File: config.mk
export PLATFORM = sky130hd
export DESIGN_NAME = delimiter_tokenizer_trim_top
export DESIGN_NICKNAME = d
export VERILOG_FILES = /design/src/hw/rtl/dtt_pkg.sv /design/src/hw/rtl/dtt_delim_match.sv /design/src/hw/rtl/dtt_token.sv /design/src/hw/rtl/delimiter_tokenizer_trim_top.sv
export SDC_FILE = /design/constraint.sdc
export NUM_CORES = 1
export LEC_CHECK = 0
export BUFFER_PORTS_ARGS = -buffer_cell sky130_fd_sc_hd__buf_2
export CAP_MARGIN = 25
export CORE_ASPECT_RATIO = 0.9
export CORE_UTILIZATION = 45
export DETAILED_ROUTE_END_ITERATION = 10
export SLEW_MARGIN = 20
export SYNTH_ARGS = -nofsm -noshare
export SYNTH_HDL_FRONTEND = slang
export SYNTH_SLANG_ARGS = --single-unit
export TNS_END_PERCENT = 20
File: constraint.sdc
create_clock -name clk -period 4.1 [get_ports clk]
set_input_delay 0.615 -clock clk [delete_from_list [all_inputs] [get_ports clk]]
set_output_delay 0.615 -clock clk [all_outputs]
set_load 0.05 [all_outputs]
File: src/hw/rtl/dtt_pkg.sv
// ----------------------------------------------------------------------------
// dtt_pkg
// Shared types and constants of the delimiter tokenizer: field widths,
// configuration register indexes, and the item and result records.
// ----------------------------------------------------------------------------
package dtt_pkg;

  localparam int POS_W       = 16;
  localparam int BYTE_W      = 8;
  localparam int DELIM_SLOTS = 4;
  localparam int COUNT_W     = 3;
  localparam int CFG_IDX_W   = 3;

  // Strings longer than this saturate the position counter.
  localparam logic [POS_W-1:0]  MAX_LENGTH = 16'hFFFF;
  localparam logic [BYTE_W-1:0] SPACE_BYTE = 8'h20;

  // Register reset values
  localparam logic [BYTE_W-1:0]  DELIM_A_RESET     = 8'd44;
  localparam logic [BYTE_W-1:0]  DELIM_OTHER_RESET = 8'd0;
  localparam logic [COUNT_W-1:0] DELIM_COUNT_RESET = 3'd1;

  typedef enum logic [CFG_IDX_W-1:0] {
    REG_DELIM_A     = 3'd0,
    REG_DELIM_B     = 3'd1,
    REG_DELIM_C     = 3'd2,
    REG_DELIM_D     = 3'd3,
    REG_DELIM_COUNT = 3'd4
  } cfg_reg_t;

  typedef struct packed {
    logic [DELIM_SLOTS-1:0][BYTE_W-1:0] delim;
    logic [COUNT_W-1:0]                 count;
  } delim_cfg_t;

  typedef struct packed {
    logic [BYTE_W-1:0] char_byte;
    logic              is_final;
  } item_t;

  typedef struct packed {
    logic             token_valid;
    logic [POS_W-1:0] token_start;
    logic [POS_W-1:0] token_length;
    logic             string_end;
    logic             too_long;
  } result_t;

endpackage

File: src/hw/rtl/dtt_delim_match.sv
// ----------------------------------------------------------------------------
// dtt_delim_match
// Compare one byte against the delimiter slots that are in use.
// ----------------------------------------------------------------------------
module dtt_delim_match (
  input  dtt_pkg::delim_cfg_t          cfg,
  input  logic [dtt_pkg::BYTE_W-1:0]   char_byte,
  output logic                         is_delim
);

  logic [dtt_pkg::DELIM_SLOTS-1:0] hit;

  // A slot counts when delim_count reaches past it; counts above the slot
  // total enable every slot.
  always_comb begin
    for (int i = 0; i < dtt_pkg::DELIM_SLOTS; i++) begin
      hit[i] = (cfg.count >= dtt_pkg::COUNT_W'(i + 1)) && (char_byte == cfg.delim[i]);
    end
  end

  assign is_delim = |hit;

endmodule

File: src/hw/rtl/dtt_token.sv
// ----------------------------------------------------------------------------
// dtt_token
// Token tracking state and the result register. Consume one item per cycle
// unless a result is due and the result register is still full.
// ----------------------------------------------------------------------------
module dtt_token (
  input  logic                 clk,
  input  logic                 rst,
  input  dtt_pkg::delim_cfg_t  cfg,
  input  logic                 item_valid,
  input  dtt_pkg::item_t       item,
  output logic                 take,
  output logic                 res_valid,
  input  logic                 res_ready,
  output dtt_pkg::result_t     res
);

  logic [dtt_pkg::POS_W-1:0] position, position_next;
  logic [dtt_pkg::POS_W-1:0] tok_begin, tok_begin_next;
  logic [dtt_pkg::POS_W-1:0] tok_stop, tok_stop_next;
  logic                      in_token, in_token_next;
  logic                      overflowed, overflowed_next;

  logic                      is_delim;
  logic                      saturated;
  logic                      closed;
  logic                      emits;
  logic [dtt_pkg::POS_W-1:0] close_start;
  logic [dtt_pkg::POS_W-1:0] close_len;
  dtt_pkg::result_t          res_next;

  dtt_delim_match u_match (
    .cfg       (cfg),
    .char_byte (item.char_byte),
    .is_delim  (is_delim)
  );

  assign saturated = (position == dtt_pkg::MAX_LENGTH);

  always_comb begin
    position_next   = position;
    tok_begin_next  = tok_begin;
    tok_stop_next   = tok_stop;
    in_token_next   = in_token;
    overflowed_next = overflowed;
    closed          = 1'b0;
    close_start     = '0;
    close_len       = '0;

    if (saturated) begin
      overflowed_next = 1'b1;
    end else begin
      if (is_delim) begin
        if (in_token) begin
          closed        = 1'b1;
          close_start   = tok_begin;
          close_len     = tok_stop - tok_begin;
          in_token_next = 1'b0;
        end
      end else if (item.char_byte != dtt_pkg::SPACE_BYTE && cfg.count != '0) begin
        if (!in_token) begin
          tok_begin_next = position;
          in_token_next  = 1'b1;
        end
        tok_stop_next = position + 1'b1;
      end
      position_next = position + 1'b1;
    end

    // Final byte flushes a token that is still open.
    if (item.is_final && !closed && in_token_next) begin
      closed      = 1'b1;
      close_start = tok_begin_next;
      close_len   = tok_stop_next - tok_begin_next;
    end

    res_next.token_valid  = closed;
    res_next.token_start  = close_start;
    res_next.token_length = close_len;
    res_next.string_end   = item.is_final;
    res_next.too_long     = overflowed_next;

    if (item.is_final) begin
      position_next   = '0;
      tok_begin_next  = '0;
      tok_stop_next   = '0;
      in_token_next   = 1'b0;
      overflowed_next = 1'b0;
    end
  end

  assign emits = closed || item.is_final;
  assign take  = item_valid && (!res_valid || res_ready || !emits);

  always_ff @(posedge clk) begin
    if (rst) begin
      position   <= '0;
      tok_begin  <= '0;
      tok_stop   <= '0;
      in_token   <= 1'b0;
      overflowed <= 1'b0;
      res_valid  <= 1'b0;
    end else begin
      if (take) begin
        position   <= position_next;
        tok_begin  <= tok_begin_next;
        tok_stop   <= tok_stop_next;
        in_token   <= in_token_next;
        overflowed <= overflowed_next;
      end
      if (take && emits) begin
        res_valid <= 1'b1;
      end else if (res_ready) begin
        res_valid <= 1'b0;
      end
    end
  end

  always_ff @(posedge clk) begin
    if (take && emits) begin
      res <= res_next;
    end
  end

`ifndef SYNTH
  a_open_token_nonempty: assert property (@(posedge clk) disable iff (rst)
    in_token |-> (tok_stop > tok_begin))
    else $error("open token has no bytes");

  a_string_state_cleared: assert property (@(posedge clk) disable iff (rst)
    (take && item.is_final) |=> (position == '0 && !in_token && !overflowed))
    else $error("string state not cleared after final byte");

  a_overflow_saturated: assert property (@(posedge clk) disable iff (rst)
    overflowed |-> (position == dtt_pkg::MAX_LENGTH))
    else $error("overflow flag without saturated position");

  a_token_has_length: assert property (@(posedge clk) disable iff (rst)
    (res_valid && res.token_valid) |-> (res.token_length != '0))
    else $error("reported token has zero length");

  a_empty_result_zeroed: assert property (@(posedge clk) disable iff (rst)
    (res_valid && !res.token_valid) |-> (res.token_start == '0 && res.token_length == '0
                                         && res.string_end))
    else $error("result without token is not a clean end marker");
`endif

endmodule

File: src/hw/rtl/delimiter_tokenizer_trim_top.sv
// ----------------------------------------------------------------------------
// delimiter_tokenizer_trim_top
// Byte-stream tokenizer: split at configured delimiters, trim spaces.
// ----------------------------------------------------------------------------
// Feed a string one byte per word on the slave stream, with tlast on its
// last byte. The block splits the string at any byte equal to one of the
// first delim_count delimiter registers (delim_count of zero disables
// tokens, values above four act as four), trims spaces (0x20) from both
// ends of each piece and drops pieces that end up empty. Each token comes
// out as one master word holding its start position and trimmed length,
// on the delimiter byte that closes it; the last byte of a string always
// gives one word with tlast set, carrying the final token if one is open
// (tuser[0] low otherwise, start and length zero). Bytes beyond 65535 in a
// string are ignored and tuser[1] (too long) is raised on the following
// words of that string. The block takes one byte per cycle: a byte is
// taken into an input register, passes the compare and token update
// logic, and lands in a result register that drives the master side.
// The byte stream only stalls when a result is due while the result
// register still holds an untaken word. Write the configuration
// registers only while the block is idle; a write lands on the clock
// edge with cfg_we high.
// ----------------------------------------------------------------------------
module delimiter_tokenizer_trim_top (
  input  logic                            clk,
  input  logic                            rst,
  // configuration write port
  input  logic                            cfg_we,
  input  logic [dtt_pkg::CFG_IDX_W-1:0]   cfg_index,
  input  logic [dtt_pkg::BYTE_W-1:0]      cfg_data,
  // byte stream in
  input  logic                            s_tvalid,
  output logic                            s_tready,
  input  logic [7:0]                      s_tdata,   // [7:0] char_byte
  input  logic                            s_tlast,   // is_final
  // token stream out
  output logic                            m_tvalid,
  input  logic                            m_tready,
  output logic [31:0]                     m_tdata,   // [15:0] token_start, [31:16] token_length
  output logic                            m_tlast,   // string_end
  output logic [1:0]                      m_tuser    // [0] token_valid, [1] too_long
);

  dtt_pkg::delim_cfg_t cfg;
  logic                in_valid;
  dtt_pkg::item_t      in_item;
  logic                take;
  dtt_pkg::result_t    res;

  // Configuration registers; out-of-range indexes are dropped.
  always_ff @(posedge clk) begin
    if (rst) begin
      cfg.delim[0] <= dtt_pkg::DELIM_A_RESET;
      cfg.delim[1] <= dtt_pkg::DELIM_OTHER_RESET;
      cfg.delim[2] <= dtt_pkg::DELIM_OTHER_RESET;
      cfg.delim[3] <= dtt_pkg::DELIM_OTHER_RESET;
      cfg.count    <= dtt_pkg::DELIM_COUNT_RESET;
    end else if (cfg_we) begin
      unique case (cfg_index)
        dtt_pkg::REG_DELIM_A:     cfg.delim[0] <= cfg_data;
        dtt_pkg::REG_DELIM_B:     cfg.delim[1] <= cfg_data;
        dtt_pkg::REG_DELIM_C:     cfg.delim[2] <= cfg_data;
        dtt_pkg::REG_DELIM_D:     cfg.delim[3] <= cfg_data;
        dtt_pkg::REG_DELIM_COUNT: cfg.count    <= cfg_data[dtt_pkg::COUNT_W-1:0];
        default: ;
      endcase
    end
  end

  // Input register: refill in the same cycle the held byte is consumed.
  assign s_tready = !in_valid || take;

  always_ff @(posedge clk) begin
    if (rst) begin
      in_valid <= 1'b0;
    end else if (s_tready) begin
      in_valid <= s_tvalid;
    end
  end

  always_ff @(posedge clk) begin
    if (s_tvalid && s_tready) begin
      in_item.char_byte <= s_tdata;
      in_item.is_final  <= s_tlast;
    end
  end

  dtt_token u_token (
    .clk        (clk),
    .rst        (rst),
    .cfg        (cfg),
    .item_valid (in_valid),
    .item       (in_item),
    .take       (take),
    .res_valid  (m_tvalid),
    .res_ready  (m_tready),
    .res        (res)
  );

  assign m_tdata = {res.token_length, res.token_start};
  assign m_tlast = res.string_end;
  assign m_tuser = {res.too_long, res.token_valid};

endmodule

==> results.py <==
metrics = {
    "status": {
        "status": "complete, no violations",
    },
    "timing": {
        "worst_hold_slack_ns": 0.357,
        "period_needed_ns": 4.05,
        "fmax_ghz": 0.247,
        "slew_headroom_pct": 34.8,
        "tightest_slew_ns": 0.977,
        "clock_skew_ns": 0.00960,
        "rsz0062_at_grt": "yes",
        "report.final.hold_viol_count": 0,
        "period_share_pct": 98.7,
        "final-setup-viol-count": 0,
        "slew_violations": 0,
    },
    "cts": {
        "htree_levels": 4,
        "clock_sinks": 131,
        "clk_pin_slew_ns": 0.06,
        "tritoncts": "done",
        "cts_buffers": 17,
        "cts_buffer_depth": 2,
        "clock_latency_ns": 0.43,
        "cts_root_buf": "clkbuf_16",
    },
    "critical_path": {
        "path_class": "register to register",
        "startpoint_type": "register",
        "slowest_stage": "nor4_4",
        "endpoint_kind": "register",
        "path_buf_inv": 5,
        "crit_arrival_ns": 4.22,
        "cp_top_family": "compound AO/OA/AOI/OAI gates",
        "crit_fanout": 23,
        "rrSetupSlack_ns": 0.05,
        "crit_top_cell": "buf_4",
        "cp.required_ns": 4.27,
        "cpPeakStageDelay_ns": 0.52,
        "crit_chain": "buf_4 -> xnor2_1 -> nand2_1 -> nor4_4 -> buf_4 -> nor4_4 -> nand2_2 -> buf_6 -> buf_4 -> buf_4 -> mux2_2 -> o221a_2 -> a41oi_2 -> o21ai_1 -> xnor2_1 -> o22ai_1 -> o21bai_1",
    },
    "logic_synthesis": {
        "async_flop_share_pct": 0,
        "ys_types": 72,
        "syn-cell-area_um2": 8160,
        "synthXorXnorAreaFrac_pct": 9.41,
        "synth_flop_cell": "dfxtp_1",
        "synthesis.instances": 987,
        "synth_seq_cells": 131,
        "synth_edf_count": 44,
        "synthMuxAreaShare_pct": 1.36,
        "yosysSeqAreaShare_pct": 37.5,
        "synthSimpleGateAreaFrac_pct": 21.9,
        "synth_fa_ha_area_share_pct": 4.78,
        "synth-compound-area-share_pct": 20.1,
        "avgSynthCellArea_um2": 8.27,
        "synth_nets": 1040,
        "synth_top_family_by_area": "simple AND/OR/NAND/NOR gates",
        "ys_warn_count": 0,
    },
    "drt": {
        "viasPerCell": 5.66,
        "antenna_left": 0,
        "vias": 7517,
        "wirelength_mm": 23.8,
        "first_iter_violations": 629,
        "wire_per_inst_um": 17.9,
        "drt_pass1_iterations": 6,
        "drc": 0,
    },
    "layout": {
        "insertedDiodeCount": 0,
        "syn_to_final_growth_pct": 21.6,
        "drive_gt1_share_pct": 22.0,
        "final_common_cell": "nand2_1",
        "fin_area_um2": 9920,
        "fin_nets": 1129,
        "nFillCells": 1589,
        "layout_common_cells": "151 x nand2_1, 93 x a21oi_1, 87 x dfxtp_1",
        "utilization_pct": 56.2,
    },
    "floorplanning": {
        "num_io_pins": 62,
        "num_rows": 46,
        "coreArea_um2": 17700,
        "start_util_pct": 46.2,
        "die_w_um": 144,
        "dieArea_um2": 18700,
        "fp.dieH_um": 130,
    },
    "placement": {
        "gp_congestion": 0.913,
        "dp_hpwl_mm": 16.7,
        "place_area_um2": 8860,
        "port_buffers": 61,
    },
    "power": {
        "ir_drop_mv": 0.310,
        "p_total_mw": 3.27,
        "p_leak_nw": 3.73,
        "powerDensity_nw_per_um2": 330,
    },
    "worst_hold_path": {
        "min_path_type": "input port to register",
    },
    "grt": {
        "grt_pass1_vias": 6714,
        "grt.overflow.total": 0,
        "grt.total_usage_pct": 26.1,
        "grt_pass1_wl_mm": 36.8,
        "grt_max_degree": 88,
        "antenna_found_initial": 0,
    },
    "run": {
        "cap_violations": 0,
    },
}
==> cell families (layout without fill, tap and decap cells) <==
family | after synthesis | count (layout)
adder cells (fa/ha/maj) | 31 | 31
AND/OR/NAND/NOR | 374 | 375
buffers and inverters | 92 | 192
multiplexers | 11 | 11
XOR/XNOR | 86 | 86
AO/OA/AOI/OAI | 262 | 262
flip-flops | 131 | 131
==> sequential cells by signal, summed over array words and instances, names as in the netlist <==
signal and flops:
u_token.in_token 1, in_valid 1, u_token.tok_begin 16, u_token.overflowed 1
in_item 9, u_token.position 16, cfg 35, u_token.res_valid 1
u_token.tok_stop 16, u_token.res 35
==> final timing paths <==
| kind | start | endpoint | cells past startpoint |
|---|---|---|---|
| setup reg to reg | in_item[4] | u_token.res[17] | 17 |
| hold / removal | s_tdata[6] | in_item[7] | 1 |
| setup / recovery | in_item[4] | u_token.res[17] | 17 |
| hold reg to reg | u_token.tok_begin[13] | u_token.tok_begin[13] | 2 |
==> metrics by stage <==
step | setup TNS [ns] | instances | setup slack, ns
after floorplan | 0 | 987 | 0.0148
after global placement | 0 | 1272 | 0.0393
after detailed placement | 0 | 1272 | 0.0205
after CTS | 0 | 1304 | 0.000484
after global routing | -0.164 | 1328 | -0.0799
final | 0 | 1328 | 0.0526
==> final cells by class <==
type / instances / area, um^2 / area share [%]
clock inverters: 7 / 55.1 / 0.555
repair buffers: 136 / 912 / 9.19
multi-input cells: 765 / 4940 / 49.8
flip-flops and latches: 131 / 3060 / 30.9
well taps: 240 / 300 / 3.03
clock buffers: 24 / 557 / 5.61
inverters: 25 / 93.8 / 0.946
==> layer usage <==
| layer | share of wire [%] | up-vias | global-route usage, % |
|---|---|---|---|
| met5 | 0 | - | 0 |
| met4 | 2.2 | 0 | 9.32 |
| met3 | 5.5 | 47 | 5.54 |
| met2 | 45 | 264 | 40.2 |
| met1 | 47 | 3544 | 36.2 |
| li1 | - | 3662 | - |
==> synth_stat cells (all sizes together) (2+ instances only) <==
library cell,number,area share (%)
buf,23,1.7
xnor2,60,6.4
nand4,6,0.46
and2,10,0.77
o21a,5,0.48
or2,5,0.38
a22oi,12,1.1
nand2,153,7.1
nand2b,6,0.46
nor2b,7,0.54
nor3,24,1.7
nand3b,9,0.83
dfxtp,87,21
maj3,3,0.40
o21ai,50,3.1
nor4,8,0.80
or3,9,0.69
ha,27,4.1
o211ai,4,0.49
nor2,85,4.1
edfxtp,44,16
mux2i,10,1.2
o31ai,4,0.49
a21o,19,1.7
a22o,5,0.54
a21oi,105,6.7
a311o,2,0.25
o21bai,3,0.28
inv,25,1.1
clkbuf,44,2.0
a21boi,2,0.18
xor2,26,3.0
nand3,29,1.8
a31oi,15,1.1
nor4b,5,0.69
o22ai,26,2.0
and3,15,1.2
==> repair_timing <==
item,CTS,global route
pin swaps,0,19
cloned,0,1
setup buffers,1,22
hold buffers,0,0
endpoints found under the setup margin,2,7
gates resized for setup,3,56
==> power by group <==
part | switching (mW) | leakage, nW | total (mW) | internal [mW]
clock network | 0.607 | 0.301 | 1.56 | 0.954
registers | 0.0234 | 1.11 | 1.39 | 1.37
logic | 0.207 | 2.31 | 0.323 | 0.116
total | 0.838 | 3.73 | 3.27 | 2.44
(Power assumes the default switching activity.)
